**src/hdl/stt_pkg.sv**
```systemverilog
// Shared types and constants for the software timer table.
package stt_pkg;

    localparam int SLOTS_DEFAULT = 16;

    typedef enum logic [2:0] {
        OP_TICK     = 3'd0,
        OP_POST_ONE = 3'd1,
        OP_POST_PER = 3'd2,
        OP_REMOVE   = 3'd3,
        OP_CLEAR    = 3'd4
    } op_t;

    typedef enum logic [1:0] {
        KIND_FIRED = 2'd0,
        KIND_DONE  = 2'd1,
        KIND_FULL  = 2'd2
    } kind_t;

    typedef enum logic [2:0] {
        ST_IDLE,
        ST_TICK,
        ST_SEARCH,
        ST_WRITE,
        ST_REPLY,
        ST_FIRE
    } state_t;

    // Commands from the controller to the datapath.
    typedef struct packed {
        logic capture;     // latch the request fields and reset the position
        logic tick_start;  // reset the kept count
        logic tick_step;   // process one firing-order position
        logic search_step; // examine one firing-order position for the key
        logic post_write;  // write the slot and push it to the front
        logic remove_do;   // detach the found timer and free it
        logic clear_all;   // free every timer
    } cmd_t;

    // Status from the datapath to the controller.
    typedef struct packed {
        logic walk_done;   // tick walk finished all positions
        logic fire;        // the current tick step fires a timer
        logic search_done; // key search finished
        logic have_slot;   // post has a slot to use
    } sts_t;

endpackage

```
**src/hdl/stt_datapath.sv**
```systemverilog
// Timer storage, firing order and the per-step tick and search logic.
module stt_datapath
    import stt_pkg::*;
#(
    parameter int SLOTS = SLOTS_DEFAULT
)
(
    input  logic        clk,
    input  logic        rst_n,
    input  cmd_t        cmd,
    output sts_t        sts,
    input  logic [2:0]  op,
    input  logic [15:0] callback_key,
    input  logic [31:0] context_handle,
    input  logic [31:0] initial_delay,
    input  logic [31:0] repeat_period,
    output logic [2:0]  op_q,
    output logic [15:0] fire_key,
    output logic [31:0] fire_context
);
    localparam int IW = (SLOTS > 1) ? $clog2(SLOTS) : 1;
    localparam int CW = $clog2(SLOTS + 1);

    logic [SLOTS-1:0]  busy_reg;
    logic [15:0]       key_mem    [SLOTS];
    logic [31:0]       ctx_mem    [SLOTS];
    logic [31:0]       rem_mem    [SLOTS];
    logic [31:0]       per_mem    [SLOTS];
    logic              prd_mem    [SLOTS];
    logic [IW-1:0]     order_reg  [SLOTS];
    logic [CW-1:0]     active_reg;

    logic [2:0]        op_reg;
    logic [15:0]       key_reg;
    logic [31:0]       ctx_reg, delay_reg, period_reg;
    logic [CW-1:0]     pos_reg;    // walk or search position
    logic [CW-1:0]     kept_reg;
    logic              found_reg;
    logic [CW-1:0]     found_pos_reg;
    logic [IW-1:0]     found_slot_reg;

    logic [IW-1:0]     cur_slot;
    logic [31:0]       dec_val;
    logic              fires;
    logic [IW-1:0]     free_slot;
    logic              free_any;
    logic              hit;

    assign cur_slot = order_reg[pos_reg[IW-1:0]];
    assign dec_val  = (rem_mem[cur_slot] != 32'd0) ? rem_mem[cur_slot] - 32'd1 : 32'd0;
    assign fires    = (dec_val == 32'd0);
    assign hit      = busy_reg[cur_slot] && (key_mem[cur_slot] == key_reg);

    always_comb
    begin
        free_slot = '0;
        free_any  = 1'b0;
        for (int i = SLOTS - 1; i >= 0; i--)
        begin
            if (!busy_reg[i])
            begin
                free_slot = IW'(i);
                free_any  = 1'b1;
            end
        end
    end

    assign sts.walk_done   = (pos_reg >= active_reg);
    assign sts.fire        = fires;
    assign sts.search_done = found_reg || (pos_reg >= active_reg);
    assign sts.have_slot   = found_reg || free_any;

    assign op_q         = op_reg;
    assign fire_key     = key_mem[cur_slot];
    assign fire_context = ctx_mem[cur_slot];

    always_ff @(posedge clk or negedge rst_n)
    begin
        if (!rst_n)
        begin
            busy_reg   <= '0;
            active_reg <= '0;
            pos_reg    <= '0;
            kept_reg   <= '0;
            found_reg  <= 1'b0;
        end
        else
        begin
            if (cmd.capture)
            begin
                pos_reg   <= '0;
                found_reg <= 1'b0;
            end
            if (cmd.tick_start)
            begin
                kept_reg <= '0;
            end
            if (cmd.tick_step)
            begin
                pos_reg <= pos_reg + CW'(1);
                if (fires && prd_mem[cur_slot])
                    rem_mem[cur_slot] <= per_mem[cur_slot];
                else
                    rem_mem[cur_slot] <= dec_val;
                if (fires && !prd_mem[cur_slot])
                    busy_reg[cur_slot] <= 1'b0;
                else
                begin
                    order_reg[kept_reg[IW-1:0]] <= cur_slot;
                    kept_reg <= kept_reg + CW'(1);
                end
                if (pos_reg + CW'(1) >= active_reg)
                    active_reg <= kept_reg + CW'((fires && !prd_mem[cur_slot]) ? 0 : 1);
            end
            if (cmd.search_step)
            begin
                if (hit)
                begin
                    found_reg      <= 1'b1;
                    found_pos_reg  <= pos_reg;
                    found_slot_reg <= cur_slot;
                end
                else
                    pos_reg <= pos_reg + CW'(1);
            end
            if (cmd.post_write)
            begin
                // Positions ahead of the detached one shift back by one;
                // with no detach, all active positions shift.
                for (int q = SLOTS - 1; q > 0; q--)
                begin
                    if (found_reg ? (CW'(q) <= found_pos_reg) : (CW'(q) <= active_reg))
                        order_reg[q] <= order_reg[q-1];
                end
                if (found_reg || active_reg < CW'(SLOTS))
                begin
                    order_reg[0] <= found_reg ? found_slot_reg : free_slot;
                    if (!found_reg)
                        active_reg <= active_reg + CW'(1);
                end
                begin
                    logic [IW-1:0] s;
                    s = found_reg ? found_slot_reg : free_slot;
                    busy_reg[s] <= 1'b1;
                    key_mem[s]  <= key_reg;
                    ctx_mem[s]  <= ctx_reg;
                    rem_mem[s]  <= delay_reg;
                    prd_mem[s]  <= (op_reg == OP_POST_PER);
                    per_mem[s]  <= (op_reg == OP_POST_PER) ? period_reg : 32'd0;
                end
            end
            if (cmd.remove_do && found_reg)
            begin
                for (int q = 0; q < SLOTS - 1; q++)
                begin
                    if (CW'(q) >= found_pos_reg)
                        order_reg[q] <= order_reg[q+1];
                end
                active_reg <= active_reg - CW'(1);
                busy_reg[found_slot_reg] <= 1'b0;
            end
            if (cmd.clear_all)
            begin
                busy_reg   <= '0;
                active_reg <= '0;
            end
        end
    end

    always_ff @(posedge clk)
    begin
        if (cmd.capture)
        begin
            op_reg     <= op;
            key_reg    <= callback_key;
            ctx_reg    <= context_handle;
            delay_reg  <= initial_delay;
            period_reg <= repeat_period;
        end
    end

endmodule

```
**src/hdl/stt_control.sv**
```systemverilog
// Sequencer that steps the datapath through each request and drives the result port.
module stt_control
    import stt_pkg::*;
(
    input  logic        clk,
    input  logic        rst_n,
    input  logic        in_valid,
    output logic        in_ready,
    input  logic [2:0]  op,
    input  logic [2:0]  op_q,
    output cmd_t        cmd,
    input  sts_t        sts,
    output logic        out_valid,
    input  logic        out_ready,
    output logic [1:0]  kind,
    output logic        last
);
    state_t state_reg, state_next;
    logic [1:0] kind_reg, kind_next;

    always_ff @(posedge clk or negedge rst_n)
    begin
        if (!rst_n)
        begin
            state_reg <= ST_IDLE;
            kind_reg  <= KIND_DONE;
        end
        else
        begin
            state_reg <= state_next;
            kind_reg  <= kind_next;
        end
    end

    always_comb
    begin
        state_next = state_reg;
        kind_next  = kind_reg;
        cmd        = '0;
        in_ready   = 1'b0;
        out_valid  = 1'b0;
        kind       = kind_reg;
        last       = 1'b1;
        unique case (state_reg)
            ST_IDLE:
            begin
                in_ready = 1'b1;
                if (in_valid)
                begin
                    cmd.capture = 1'b1;
                    kind_next   = KIND_DONE;
                    case (op)
                        OP_TICK:
                        begin
                            cmd.tick_start = 1'b1;
                            state_next     = ST_TICK;
                        end
                        OP_POST_ONE, OP_POST_PER, OP_REMOVE:
                            state_next = ST_SEARCH;
                        OP_CLEAR:
                        begin
                            cmd.clear_all = 1'b1;
                            state_next    = ST_REPLY;
                        end
                        default:
                            state_next = ST_REPLY;
                    endcase
                end
            end
            ST_TICK:
            begin
                if (sts.walk_done)
                    state_next = ST_REPLY;
                else if (sts.fire)
                    state_next = ST_FIRE;
                else
                    cmd.tick_step = 1'b1;
            end
            ST_FIRE:
            begin
                out_valid = 1'b1;
                kind      = KIND_FIRED;
                last      = 1'b0;
                if (out_ready)
                begin
                    cmd.tick_step = 1'b1;
                    state_next    = ST_TICK;
                end
            end
            ST_SEARCH:
            begin
                if (sts.search_done)
                    state_next = ST_WRITE;
                else
                    cmd.search_step = 1'b1;
            end
            ST_WRITE:
            begin
                state_next = ST_REPLY;
                if (op_q == OP_REMOVE)
                    cmd.remove_do = 1'b1;
                else if (sts.have_slot)
                    cmd.post_write = 1'b1;
                else
                    kind_next = KIND_FULL;
            end
            ST_REPLY:
            begin
                out_valid = 1'b1;
                if (out_ready)
                    state_next = ST_IDLE;
            end
            default:
                state_next = ST_IDLE;
        endcase
    end

endmodule

```
**src/hdl/software_timer_table.sv**
```systemverilog
// Software timer table: a tick walks the active timers one per cycle in
// firing order, pausing at each timer that fires until the consumer takes
// its fired result. A post or remove searches the firing order one position
// per cycle for the key; a clear or an unused code goes straight to the
// reply. One request is handled at a time.
module software_timer_table
    import stt_pkg::*;
#(
    parameter int SLOTS = SLOTS_DEFAULT
)
(
    input  logic        clk,
    input  logic        rst_n,
    input  logic        in_valid,
    output logic        in_ready,
    input  logic [2:0]  op,
    input  logic [15:0] callback_key,
    input  logic [31:0] context_handle,
    input  logic [31:0] initial_delay,
    input  logic [31:0] repeat_period,
    output logic        out_valid,
    input  logic        out_ready,
    output logic [1:0]  kind,
    output logic [15:0] fired_key,
    output logic [31:0] fired_context,
    output logic        last
);
    cmd_t        cmd;
    sts_t        sts;
    logic [2:0]  op_q;
    logic [15:0] fire_key;
    logic [31:0] fire_context;

    stt_datapath #(.SLOTS(SLOTS)) u_dp (
        .clk(clk), .rst_n(rst_n), .cmd(cmd), .sts(sts),
        .op(op), .callback_key(callback_key), .context_handle(context_handle),
        .initial_delay(initial_delay), .repeat_period(repeat_period),
        .op_q(op_q), .fire_key(fire_key), .fire_context(fire_context)
    );

    stt_control u_ctl (
        .clk(clk), .rst_n(rst_n), .in_valid(in_valid), .in_ready(in_ready),
        .op(op), .op_q(op_q), .cmd(cmd), .sts(sts),
        .out_valid(out_valid), .out_ready(out_ready), .kind(kind), .last(last)
    );

    assign fired_key     = (kind == KIND_FIRED) ? fire_key : 16'd0;
    assign fired_context = (kind == KIND_FIRED) ? fire_context : 32'd0;

endmodule
```
**config.mk**
```make
export PLATFORM = sky130hd
export DESIGN_NAME = software_timer_table
export DESIGN_NICKNAME = d
export VERILOG_FILES = /design/src/hdl/stt_pkg.sv /design/src/hdl/stt_datapath.sv /design/src/hdl/stt_control.sv /design/src/hdl/software_timer_table.sv
export SDC_FILE = /design/constraint.sdc
export NUM_CORES = 2
export LEC_CHECK = 0
export ABC_AREA = 1
export BUFFER_PORTS_ARGS = -buffer_cell sky130_fd_sc_hd__buf_2
export CAP_MARGIN = 15
export CORE_MARGIN = 1
export CORE_UTILIZATION = 52
export DETAILED_ROUTE_END_ITERATION = 10
export GPL_TIMING_DRIVEN = 1
export PLACE_DENSITY_LB_ADDON = 0.25
export SLEW_MARGIN = 40
export SYNTH_ARGS = -nofsm -noshare
export SYNTH_HDL_FRONTEND = slang
export SYNTH_SLANG_ARGS = --single-unit
```
**constraint.sdc**
```tcl
create_clock -name clk -period 7.02 [get_ports clk]
set_clock_uncertainty 0.15 [all_clocks]
set_input_delay 0.351 -clock clk [delete_from_list [all_inputs] [get_ports clk]]
set_output_delay 0.351 -clock clk [all_outputs]
set_load 0.05 [all_outputs]
```
# Word-level counts from Yosys, hierarchy flattened
# Memories as Yosys holds them, arrays and structs flattened.
# Index checks and enable logic that the tools add are counted.
[op_classes] add_sub_neg=6 n_lt_le_gt_ge=54 n_eq_ne=19 muxes=241 n_bitwise=21 n_reduce_logical=59
[ops] cell="two-way mux 1 bit" n=160
[ops] cell="two-way mux 32 bit" n=5
[ops] cell="two-way mux 4 bit" n=35
[ops] cell="two-way mux 16 bit" n=6
[ops] cell="less-or-equal comparator 4 x 5 -> 1 bit, first input constant" n=16
[ops] cell="two-way mux 5 bit" n=14
[ops] cell="logical AND 1 bit" n=42
[ops] cell="less-or-equal comparator 3 x 5 -> 1 bit, first input constant" n=8
[ops] cell=">= comparator 4 x 5 -> 1 bit, first input constant" n=7
[ops] cell="bitwise AND 16 bit" n=2
[ops] cell="zero test 32 bit" n=1
[ops] cell="inverter 16 bit" n=2
[ops] cell="nonzero test 32 bit" n=1
[ops] cell="OR reduction 32 bit" n=1
[ops] cell="subtractor 32 x 1 -> 32 bit, second input constant" n=1
[ops] cell=">= comparator 3 x 5 -> 1 bit, first input constant" n=4
[ops] cell="less-or-equal comparator 2 x 5 -> 1 bit, first input constant" n=4
[ops] cell="equality test 3 x 2 -> 1 bit, second input constant" n=6
[ops] cell="two-way mux 3 bit" n=6
[ops] cell="one-hot mux 3 bit (6 select lines)" n=1
[ops] cell="equality test 16 bit" n=1
[ops] cell="OR 1 bit" n=16
[ops] cell="OR 16 bit" n=1
[ops] cell="adder 5 x 1 -> 5 bit, second input constant" n=3
[ops] cell="30 further kinds" n=57
[totals] reg_bits=161 ramBits=1872 inputBits=119 output_inout_bits=53 mem_count=6
[memory_table] name="u_dp.ctx_mem" depth=16 width=32 read_ports=1 rd_clocked_by_memory_dff=0 wr=1 line="stt_datapath.sv:26" rtl="logic [31:0] ctx_mem [SLOTS];"
[memory_table] name="u_dp.per_mem" depth=16 width=32 read_ports=1 rd_clocked_by_memory_dff=0 wr=1 line="stt_datapath.sv:28" rtl="logic [31:0] per_mem [SLOTS];"
[memory_table] name="u_dp.rem_mem" depth=16 width=32 read_ports=1 rd_clocked_by_memory_dff=0 wr=1 line="stt_datapath.sv:27" rtl="logic [31:0] rem_mem [SLOTS];"
[memory_table] name="u_dp.key_mem" depth=16 width=16 read_ports=1 rd_clocked_by_memory_dff=0 wr=1 line="stt_datapath.sv:25" rtl="logic [15:0] key_mem [SLOTS];"
[memory_table] name="u_dp.order_reg" depth=16 width=4 read_ports=17 rd_clocked_by_memory_dff=0 wr=16 line="stt_datapath.sv:30" rtl="logic [IW-1:0] order_reg [SLOTS];"
[memory_table] name="u_dp.prd_mem" depth=16 width=1 read_ports=1 rd_clocked_by_memory_dff=0 wr=1 line="stt_datapath.sv:29" rtl="logic prd_mem [SLOTS];"

# Longest topological paths before layout
[depth] depth_word=26 depth_mapped=42 mapped_depth_nobuf=39

# By module
# Synthesis repeated with hierarchy kept, for this count alone.
[hier_totals] hier_cells=8285 area_unflattened_um2=90719.5
[by_module_without_submodules] module="stt_datapath" instances=1 cells_each=8110 area_each_um2=89678.5 seq_area_each_um2=60738.3
[by_module_without_submodules] module="software_timer_table" instances=1 cells_each=104 area_each_um2=585.6 seq_area_each_um2=0.0
[by_module_without_submodules] module="stt_control" instances=1 cells_each=71 area_each_um2=455.4 seq_area_each_um2=126.4

# Worst setup path after synthesis
# No wires, ideal clock.
[synth_path] path_type="flip-flop to flip-flop" startpoint="register u_ctl.state_reg[0]" endpoint="register u_dp.active_reg[1]" setup_time_ns=0.127 arrival_ns=8.309 path_slack_ns=-1.566 path_stages_with_launch=10 n_path_buf=1 path_cell_list="dfrtp_1 -> nor3_1 -> inv_1 -> nor2_1 -> inv_1 -> nor3_1 -> inv_1 -> clkbuf_1 -> o21ai_0 -> a21oi_1"
[synth_via] elab_chain_cells=8
[synth_rtl] element="start: declaration" line="stt_control.sv:18" rtl="state_t state_reg, state_next;"
[synth_rtl] element="start signal: assignment" line="stt_control.sv:30" rtl="state_reg <= state_next;"
[synth_rtl] element="equality test 3 bit or equality test 3 x 1 -> 1 bit (tied branches)" line="stt_control.sv:44" rtl="unique case (state_reg)"
[synth_rtl] element="one-hot mux 1 bit (2 select lines)" line="stt_control.sv:44"
[synth_rtl] element="two-way mux 5 bit" line="stt_datapath.sv:98" rtl="if (cmd.tick_step)"
[synth_rtl] element="two-way mux 5 bit" line="stt_datapath.sv:138" rtl="if (!found_reg)"
[synth_rtl] element="two-way mux 5 bit" line="stt_datapath.sv:135" rtl="if (found_reg || active_reg < CW'(SLOTS))"
[synth_rtl] element="two-way mux 5 bit" line="stt_datapath.sv:126" rtl="if (cmd.post_write)"
[synth_rtl] element="two-way mux 5 bit" line="stt_datapath.sv:152" rtl="if (cmd.remove_do && found_reg)"
[synth_rtl] element="two-way mux 5 bit *" line="stt_datapath.sv:162" rtl="if (cmd.clear_all)"
[synth_rtl] element="end signal: assignment" line="stt_datapath.sv:113" rtl="active_reg <= kept_reg + CW'((fires && !prd_mem[cur_slot]) ? 0 : 1);"
[synth_rtl] element="end signal: assignment" line="stt_datapath.sv:139" rtl="active_reg <= active_reg + CW'(1);"
[synth_rtl] element="end signal: assignment" line="stt_datapath.sv:159" rtl="active_reg <= active_reg - CW'(1);"
[synth_rtl] element="end: declaration" line="stt_datapath.sv:31" rtl="logic [CW-1:0] active_reg;"
# Mark *: on every way between the ends. The rest lies on a longest branch, timed or not.
# A chain may end at the register's enable or synchronous reset.

# Final worst setup path
[layout_path] startpoint="register u_dp.pos_reg[0]" endpoint="memory u_dp.rem_mem[15][17] (data pin)"
[layout_via] elab_chain_cells=13
[layout_rtl] element="start: declaration" line="stt_datapath.sv:36" rtl="logic [CW-1:0] pos_reg;"
[layout_rtl] element="start signal: assignment" line="stt_datapath.sv:100" rtl="pos_reg <= pos_reg + CW'(1);"
[layout_rtl] element="start signal: assignment" line="stt_datapath.sv:124" rtl="pos_reg <= pos_reg + CW'(1);"
[layout_rtl] element="memory (16 x 4 bit)"
[layout_rtl] element="memory (16 x 32 bit)"
[layout_rtl] element="subtractor 32 x 1 -> 32 bit or nonzero test 32 bit (tied branches)" line="stt_datapath.sv:50" rtl="assign dec_val = (rem_mem[cur_slot] != 32'd0) ? rem_mem[cur_slot] - 32'd1 : 32'd0;"
[layout_rtl] element="two-way mux 32 bit" line="stt_datapath.sv:50"
[layout_rtl] element="zero test 32 bit" line="stt_datapath.sv:51" rtl="assign fires = (dec_val == 32'd0);"
[layout_rtl] element="two-way mux 1 bit" line="stt_control.sv:74" rtl="else if (sts.fire)"
[layout_rtl] element="two-way mux 1 bit" line="stt_control.sv:72" rtl="if (sts.walk_done)"
[layout_rtl] element="one-hot mux 1 bit (2 select lines)" line="stt_control.sv:44"
[layout_rtl] element="two-way mux 1 bit" line="stt_datapath.sv:98"
[layout_rtl] element="logical AND 1 bit (not written as such)" line="stt_datapath.sv:104" rtl="rem_mem[cur_slot] <= dec_val;"
[layout_rtl] element="two-way mux 1 bit (not written as such)" line="stt_datapath.sv:104"
[layout_rtl] element="two-way mux 32 bit (no line) * (2 in a row)"
[layout_rtl] element="end: declaration" line="stt_datapath.sv:27"
# Marked as above.

==> flow_summary_export.csv <==
group,metric,value,unit
synthesis,netlist_area,82700,sq um
clock_tree,cts_tree,"yes",
power_and_ir_drop,total_power,50200,uW
global_route,grt_max_degree,171,
power_and_ir_drop,power.leakage,0.0345,uW
clock_tree,htree_levels,4,
synthesis,syn_avg_cell_area,12.5,sq um
place,dp_hpwl,122000,um
floorplan,die_h,401,um
critical_path,crit_required,7.41,ns
floorplan,row_count,145,
floorplan,start_util,52.6,%
critical_path,crit_top_cell,"nand2_1",
layout,diodes,0,
layout,nFillCells,12000,
critical_path,critPathArrivalTime,7.14,ns
timing,hold_violations,0,
drt,drt_iter0_markers,7141,
status,status,"finished clean",
place,place_congestion,0.956,
synthesis,ys_ff_latch,2033,
drt,drtPass1Iterations,6,
floorplan,io_pins,172,
timing,max_slew_margin,38.0,%
timing,setup_tns,0,ns
timing,tightest_slew,0.922,ns
drt,num_vias,55900,
synthesis,synthCells,6592,
synthesis,async_flop_share,1.82,%
synthesis,synth.distinct_cells,55,
layout,multi_input_area,20000,sq um
floorplan,dieArea,161000,sq um
timing,finalSetupViolations,0,
worst_hold_path,min_to,"u_dp.period_reg[19]$_DFFE_PP_",
synthesis,synth.yosys.warnings,0,
clock_tree,clockBufferDepth,3,
timing,fmax,148,MHz
timing,min_period,6.75,ns
layout,seq_area,60900,sq um
layout,syn2layout_area_growth,15.6,%
clock_tree,cts_inserted_buffers,203,
timing,period_share,96.1,%
critical_path,cpPeakStageDelay,0.51,ns
critical_path,cp_slowest_cell,"dfrtp_2",
worst_hold_path,min_from,"repeat_period[19]",
global_route,grt_use_total,28.4,%
synthesis,yosys_most_used_dff,"edfxtp_1",
global_route,grt_pass1_vias,53600,
critical_path,critPathLaunchType,"register",
drt,drcViolationCount,0,
timing,drv_slew,0,
drt,vias_per_cell,6.09,
critical_path,reg2reg_depth,35,
floorplan,core-area,157000,sq um
layout,layout_common_cells,"edfxtp_1, nand2_1, a22oi_1, nor2_1, nand3_1",
worst_hold_path,min_path_type,"in -> reg",
synthesis,synthesis.nets,6735,
drt,antenna_left,0,
power_and_ir_drop,vdd_drop_max,0.551,mV
job,drv_cap,0,
critical_path,cp_max_fo,127,
global_route,grt.overflow.total,0,
critical_path,r2r-end,"u_dp.rem_mem[15][17]$_DFFE_PP_",
critical_path,crit_type,"reg -> reg",
worst_hold_path,hold_depth,2,
clock_tree,insertion_delay,0.88,ns
clock_tree,cts_sinks,2033,
synthesis,synth_edf_count,1996,
critical_path,reg2reg_slack,0.27,ns
layout,drive_gt1_share,11.2,%
synthesis,yosysSeqAreaShare,73.6,%
floorplan,die_w,401,um
layout,layout_commonest_cell,"edfxtp_1",
layout,final_nets,7095,
clock_tree,path_clk_slew,0.06,ns
critical_path,rr_startpoint,"u_dp.pos_reg[0]$_DFF_PN0_",
clock_tree,cts_root_buffer,"clkbuf_16",
place,port_buffers,171,
global_route,antenna_found_initial,8,
power_and_ir_drop,p_per_area,525,nW/um^2
global_route,grt_pass1_wl,343000,um
drt,wl_per_cell,25.4,um
critical_path,critPathCaptureType,"register",
drt,wl,233000,um
layout,reg.largest.list,"u_dp.ctx_mem: 512 flops, u_dp.per_mem: 512 flops, u_dp.rem_mem: 512 flops",
report_power, final:
| part | leakage [uW] | internal [uW] | switching [uW] | total (uW) |
|---|---|---|---|---|
| clock | 0.00321 | 6040 | 4700 | 10700 |
| sequential | 0.0186 | 16000 | 418 | 16500 |
| combinational | 0.0127 | 6310 | 16700 | 23000 |
per-layer routing:
layer  up-vias  GRT usage [%]  part of all wire, %
met5         -              0                    0
met4         0           9.81                  3.2
met3       436           4.18                  9.3
met2      2993           45.0                   47
met1     27700           40.5                   40
li1      24800              -                    -
worst max path at each step:
stage | from | to | slack [ns] | depth (start not counted)
after global placement | u_dp.pos_reg[0]$_DFF_PN0_ | u_dp.rem_mem[4][17]$_DFFE_PP_ | -0.27 | 33
after global routing | u_dp.pos_reg[0]$_DFF_PN0_ | u_dp.rem_mem[11][31]$_DFFE_PP_ | -0.0007 | 35
after floorplan | u_ctl.state_reg[0]$_DFFE_PN0P_ | u_dp.active_reg[1]$_DFF_PN0_ | 0.60 | 9
final | u_dp.pos_reg[0]$_DFF_PN0_ | u_dp.rem_mem[15][17]$_DFFE_PP_ | 0.27 | 35
after detailed placement | u_dp.pos_reg[0]$_DFF_PN0_ | u_dp.rem_mem[11][16]$_DFFE_PP_ | 0.009 | 33
after CTS | u_dp.pos_reg[0]$_DFF_PN0_ | u_dp.rem_mem[4][17]$_DFFE_PP_ | 0.07 | 33
per-stage QoR:
step	utilization [%]	setup slack [ns]	area, sq um	cells	hold WS (ns)
after CTS	60.6	0.0708	95200	9173	0.000163
final	60.9	0.273	95600	9184	0.0641
after detailed placement	55.3	0.00874	86800	8625	0.371
after floorplan	-	0.599	82700	6592	-0.0946
after global routing	60.9	-0.000673	95600	9184	0.0383
after global placement	55.2	-0.266	86700	8622	0.362
repair_timing:
action                                  in CTS  in global routing
gates cloned                                 0                  1
endpoints found under the hold margin      158                  0
endpoints found under the setup margin      22                878
resized for setup                            5                 42
hold buffers                               169                  0
pin swaps                                    0                  7
buffers inserted                             0                  9
cells in the mapped netlist (4+ instances only):
cell / number / area (sq um)
edfxtp_1: 1996 / 59900
nand2_1: 1653 / 6200
nor2_1: 464 / 1740
a22oi_1: 402 / 3020
nand3_1: 354 / 1770
a21oi_1: 263 / 1320
inv_1: 257 / 965
clkbuf_1: 223 / 837
o21ai_0: 193 / 966
nor3_1: 83 / 415
o22ai_1: 82 / 513
o221ai_1: 77 / 674
buf_2: 69 / 345
o31ai_1: 64 / 480
o21ai_1: 55 / 275
buf_1: 52 / 195
nor4_1: 45 / 282
dfrtp_1: 36 / 901
a221oi_1: 34 / 298
ha_1: 24 / 300
nand4_1: 21 / 131
nor2_2: 16 / 100
xor2_1: 15 / 131
buf_6: 12 / 135
o211ai_1: 12 / 90.1
buf_4: 10 / 75.1
xnor2_1: 10 / 87.6
a31oi_1: 7 / 43.8
nand2_2: 7 / 43.8
or2_2: 7 / 43.8
a211oi_1: 5 / 37.5
inv_2: 5 / 18.8
nand3b_1: 4 / 30.0
o21bai_1: 4 / 30.0
cells by family after synthesis:
logic type | Yosys count | share of synthesized area (%)
xor gates and xnor gates | 25 | 0.265
adders and majority gates | 24 | 0.363
muxes | 2 | 0.0257
AOI/OAI and AO/OA | 1212 | 9.51
buffers and inverters | 632 | 3.13
and+or+nand+nor | 2664 | 13.1
DFF | 2033 | 73.6
cell type report:
type / count / area share [%]
multi-input cells: 3928 / 20.9
clock inverters: 119 / 1.37
clock buffers: 260 / 5.61
inverters: 266 / 1.07
well taps: 2058 / 2.69
flip-flops and latches: 2033 / 63.7
repair buffers: 520 / 4.71
critical path, delay by kind of cell, from the launching register on:
family                 cells  cell delay, ns
and+or+nand+nor           26            3.50
buffers and inverters      7            1.66
DFF                        1            0.51
AOI/OAI and AO/OA          2            0.41
(Power assumes the default switching activity.)
